--- config.mk ---
export PLATFORM = sky130hd
export DESIGN_NAME = pfma_stage
export DESIGN_NICKNAME = d
export VERILOG_FILES = /design/src/rtl/core/pfma_pkg.sv /design/src/rtl/core/pfma_stage.sv
export SDC_FILE = /design/constraint.sdc
export NUM_CORES = 2
export LEC_CHECK = 0
export CORE_MARGIN = 1
export CORE_UTILIZATION = 55
export DETAILED_ROUTE_END_ITERATION = 6
export DONT_BUFFER_PORTS = 1
export HOLD_SLACK_MARGIN = 0.08
export MAX_ROUTING_LAYER = met4
export PLACE_DENSITY = 0.7
export SLEW_MARGIN = 20
export SYNTH_ARGS = -nofsm -noshare
export SYNTH_HDL_FRONTEND = slang
export SYNTH_SLANG_ARGS = --single-unit
--- constraint.sdc ---
create_clock -name clock -period 21.4 [get_ports clock]
set_input_delay 3.21 -clock clock [delete_from_list [all_inputs] [get_ports clock]]
set_output_delay 3.21 -clock clock [all_outputs]
set_load 0.03 [all_outputs]
--- src/rtl/core/pfma_pkg.sv ---
package pfma_pkg;

   localparam int unsigned MODULUS   = 65521;
   localparam int unsigned DATA_W    = 16;
   localparam int unsigned PROD_W    = 2 * DATA_W;
   localparam int unsigned EXPONENT  = MODULUS - 2;
   localparam int unsigned EXP_BITS  = $clog2(EXPONENT + 1);
   localparam int unsigned FOLD_W    = DATA_W + 5;

   localparam logic [DATA_W-1:0]   MOD_VAL  = DATA_W'(MODULUS);
   localparam logic [DATA_W-1:0]   FOLD_VAL = DATA_W'((2 ** DATA_W) - MODULUS);
   localparam logic [EXP_BITS-1:0] EXP_VAL  = EXP_BITS'(EXPONENT);

   typedef enum logic [1:0] {
      ACT_ADD = 2'd0,
      ACT_SUB = 2'd1,
      ACT_MUL = 2'd2,
      ACT_DIV = 2'd3
   } action_type;

   typedef struct packed {
      action_type        action;
      logic [DATA_W-1:0] a;
      logic [DATA_W-1:0] b;
      logic              b_zero;
      logic [DATA_W-1:0] simple;
      logic [PROD_W-1:0] acc;
      logic [PROD_W-1:0] sq;
   } lane_type;

   // 2^16 = fold (mod m): fold the high half down twice, then one subtract
   function automatic logic [DATA_W-1:0] mod_reduce(input logic [PROD_W-1:0] x);
      logic [FOLD_W-1:0] t;
      logic [DATA_W:0]   u;
      t = FOLD_W'(x[PROD_W-1:DATA_W]) * FOLD_W'(FOLD_VAL) + FOLD_W'(x[DATA_W-1:0]);
      u = (DATA_W+1)'(t[FOLD_W-1:DATA_W]) * (DATA_W+1)'(FOLD_VAL)
          + (DATA_W+1)'(t[DATA_W-1:0]);
      if (u >= (DATA_W+1)'(MOD_VAL)) begin
         u = u - (DATA_W+1)'(MOD_VAL);
      end
      return u[DATA_W-1:0];
   endfunction

endpackage

--- src/rtl/core/pfma_stage.sv ---
module pfma_stage import pfma_pkg::*; #(
   parameter logic EXP_BIT = 1'b1
) (
   input  logic     clock,
   input  logic     reset,
   input  logic     advance,
   input  logic     in_valid,
   input  lane_type in_lane,
   output logic     out_valid,
   output lane_type out_lane
);

   logic     mid_valid_ff;
   lane_type mid_lane_ff;
   lane_type mid_lane_in;
   logic     out_valid_ff;
   lane_type out_lane_ff;
   lane_type out_lane_in;

   // multiply half
   always_comb begin
      mid_lane_in = in_lane;
      if (EXP_BIT) begin
         mid_lane_in.acc = PROD_W'(in_lane.acc[DATA_W-1:0]) * PROD_W'(in_lane.sq[DATA_W-1:0]);
      end
      mid_lane_in.sq = PROD_W'(in_lane.sq[DATA_W-1:0]) * PROD_W'(in_lane.sq[DATA_W-1:0]);
   end

   // reduce half
   always_comb begin
      out_lane_in = mid_lane_ff;
      if (EXP_BIT) begin
         out_lane_in.acc = PROD_W'(mod_reduce(mid_lane_ff.acc));
      end
      out_lane_in.sq = PROD_W'(mod_reduce(mid_lane_ff.sq));
   end

   always_ff @(posedge clock) begin
      if (reset) begin
         mid_valid_ff <= 1'b0;
         out_valid_ff <= 1'b0;
      end else if (advance) begin
         mid_valid_ff <= in_valid;
         out_valid_ff <= mid_valid_ff;
      end
   end

   always_ff @(posedge clock) begin
      if (advance) begin
         mid_lane_ff <= mid_lane_in;
         out_lane_ff <= out_lane_in;
      end
   end

   assign out_valid = out_valid_ff;
   assign out_lane  = out_lane_ff;

endmodule

==> impl_metrics.ini <==
[place]
gp_congestion = 0.873
io_buffers = 0
place_hpwl_um = 46900
pre_cts_slack_ps = 11600
placed_area_sq_um = 29400

[clocking]
clkTransAtPathRegs_ps = 80
cts.repair.resized = 0
clkSinkCount = 199
htree_levels = 4
cts_root_buf = clkbuf_16
ctsHoldBuffers = 0
cts_tree = yes
numCtsBuffers = 17
postCtsSetupRepairBufs = 0
clock_latency_ps = 470
clk_path_buf_depth = 2

[timing]
clock_skew_ps = 14.3
setup_tns_ps = 0
fin_crit_sh_pct = 45.4
timing.final.crit_period_ps = 9720
tightest_slew_ps = 817
fin_ws_ps = 11680
setup_violations = 0
slew_headroom_pct = 45.4
finalMaxSlewViolations = 0
fmax_mhz = 103
rsz0062_at_grt = no
final_hold_viol_count = 0

[routing]
wirelength_um = 58100
ant_nets = 0
drtIter0Drc = 1075
dr.pass1.iters = 5
post-route-drc-count = 0
wl_per_cell_um = 16.4
vias_per_cell = 5.39
vias = 19100

[cells_and_area]
sequential_cell_area_sq_um = 5960
fillers = 4417
multiInputGateArea_sq_um = 20000
final_util_pct = 58.1
final_area_sq_um = 30000
drive_above_1_share_pct = 2.37
fin_nets = 3738
final_cell_mix = inv_1 (703), fa_1 (464), ha_1 (304), nand2_1 (274), edfxtp_1 (197)
syn2layout_area_growth_pct = 3.63
layout_commonest_cell = inv_1

[synthesis]
synth_ff_type = edfxtp_1
yosysUniqueCellTypes = 85
synthArstFlopShare_pct = 0
ys_seq_elements = 199
synth_cells = 2906
synth_edf_count = 197
synth_warnings = 0
synth.avg_cell_area_sq_um = 9.97
synth_seq_area_share_pct = 20.6
syn_area_sq_um = 29000

[worst_setup_path]
path_common_cell = fa_1
worstPathArrival_ps = 9910
crit_type = flip-flop to flip-flop
critPathRequiredTime_ps = 21590
cp_slowest_stage_delay_ps = 670
r2r_start = mid_lane_ff[51]
crit_path_top_delay_cell = xor2_1
crit_start = mid_lane_ff[51]
startpoint_type = flip-flop
end_kind = flip-flop
path_max_fanout = 11

[die]
initial_core_util_pct = 56.0
ios = 235
rows = 83
die_area_sq_um = 53600
core_area_sq_um = 51700
die_h_um = 232
die_x_um = 232

[global_routing]
antenna_found_initial = 1
grt_pass1_vias = 20200
overflow = 0
grt_first_pass_wirelength_um = 99100
grt_max_degree = 200
grt_usage_pct = 23.8

[outcome]
outcome = completed

[run]
cap_violations = 0

[worst_hold_path]
hold_class = flip-flop to flip-flop
hp-start = mid_lane_ff[113]
-- layer usage --
| layer | track usage (%) | wire, um | vias up |
|---|---|---|---|
| met3 | 2.81 | 3390 | 50 |
| met2 | 38.0 | 27400 | 568 |
| met5 | - | 0 | - |
| li1 | - | - | 8909 |
| met1 | 32.6 | 26500 | 9583 |
| met4 | 5.24 | 736 | 0 |
-- state kept, by name (all words and copies together), names as in the netlist --
name          flops
mid_valid_ff      1
out_lane         83
out_valid         1
mid_lane_ff     114
-- path summary, 6_finish.rpt --
check / endpoint / slack (ps) / depth (start not counted)
max: out_lane[46] / 11680 / 28
min: out_lane[113] / 420 / 0
max reg2reg: out_lane[46] / 11680 / 28
min reg2reg: out_lane[113] / 420 / 0
-- cell type report --
cell class / instances / area share [%]
Clock buffer: 17 / 1.42
Antenna cell: 1 / 0.00834
Sequential cell: 199 / 19.8
Tap cell: 680 / 2.83
Multi-Input combinational cell: 1930 / 66.5
Inverter: 703 / 8.79
Clock inverter: 15 / 0.600
-- synth_stat cells (8+ instances only) --
cell | instances | area (sq um)
o21ai_0 | 46 | 230
buf_4 | 33 | 248
or3_1 | 13 | 81.3
nand2b_1 | 16 | 100
o211ai_1 | 8 | 60.1
nand2_1 | 274 | 1030
xor2_1 | 43 | 377
inv_1 | 703 | 2640
clkbuf_1 | 71 | 267
fa_1 | 464 | 9290
o21bai_1 | 11 | 82.6
edfxtp_1 | 197 | 5920
nor2_1 | 110 | 413
and3_1 | 15 | 93.8
o21a_1 | 27 | 203
a21oi_1 | 85 | 425
xnor2_1 | 83 | 727
and2_1 | 145 | 907
nand3_1 | 26 | 130
ha_1 | 304 | 3800
nor3_1 | 30 | 150
nand4_1 | 10 | 62.6
a21o_1 | 40 | 300
a211oi_1 | 16 | 120
nor2b_1 | 14 | 87.6
-- kinds of logic (layout without fill, tap and decap cells) --
family / after synthesis / after routing / synth area share (%)
xor gates and xnor gates: 129 / 129 / 4.00
DFF: 199 / 199 / 20.6
and+or+nand+nor: 676 / 676 / 11.2
buffers and inverters: 810 / 735 / 10.9
other: 1 / 35 / 0.0129
AOI/OAI and AO/OA: 312 / 312 / 7.70
muxes: 10 / 10 / 0.358
adders and majority gates: 769 / 769 / 45.2
-- per-stage QoR --
step | instances | hold WS (ps)
floorplan | 2939 | 400
global placement | 3512 | 401
detailed placement | 3512 | 405
CTS | 3544 | 417
global route | 3545 | 422
finish | 3545 | 418
-- critical path: cells and delay by family, from the launching register on --
kind            cells  cell delay, ps
compound gates     11            3490
buf+inv             4             300
simple gates        3             650
flops               1             460
xor+xnor            2             860
fa+ha+maj           8            3700
Power is left out: the tool's default activity adds up to more than one toggle a clock period on the data nets, which glitch-free logic cannot reach.
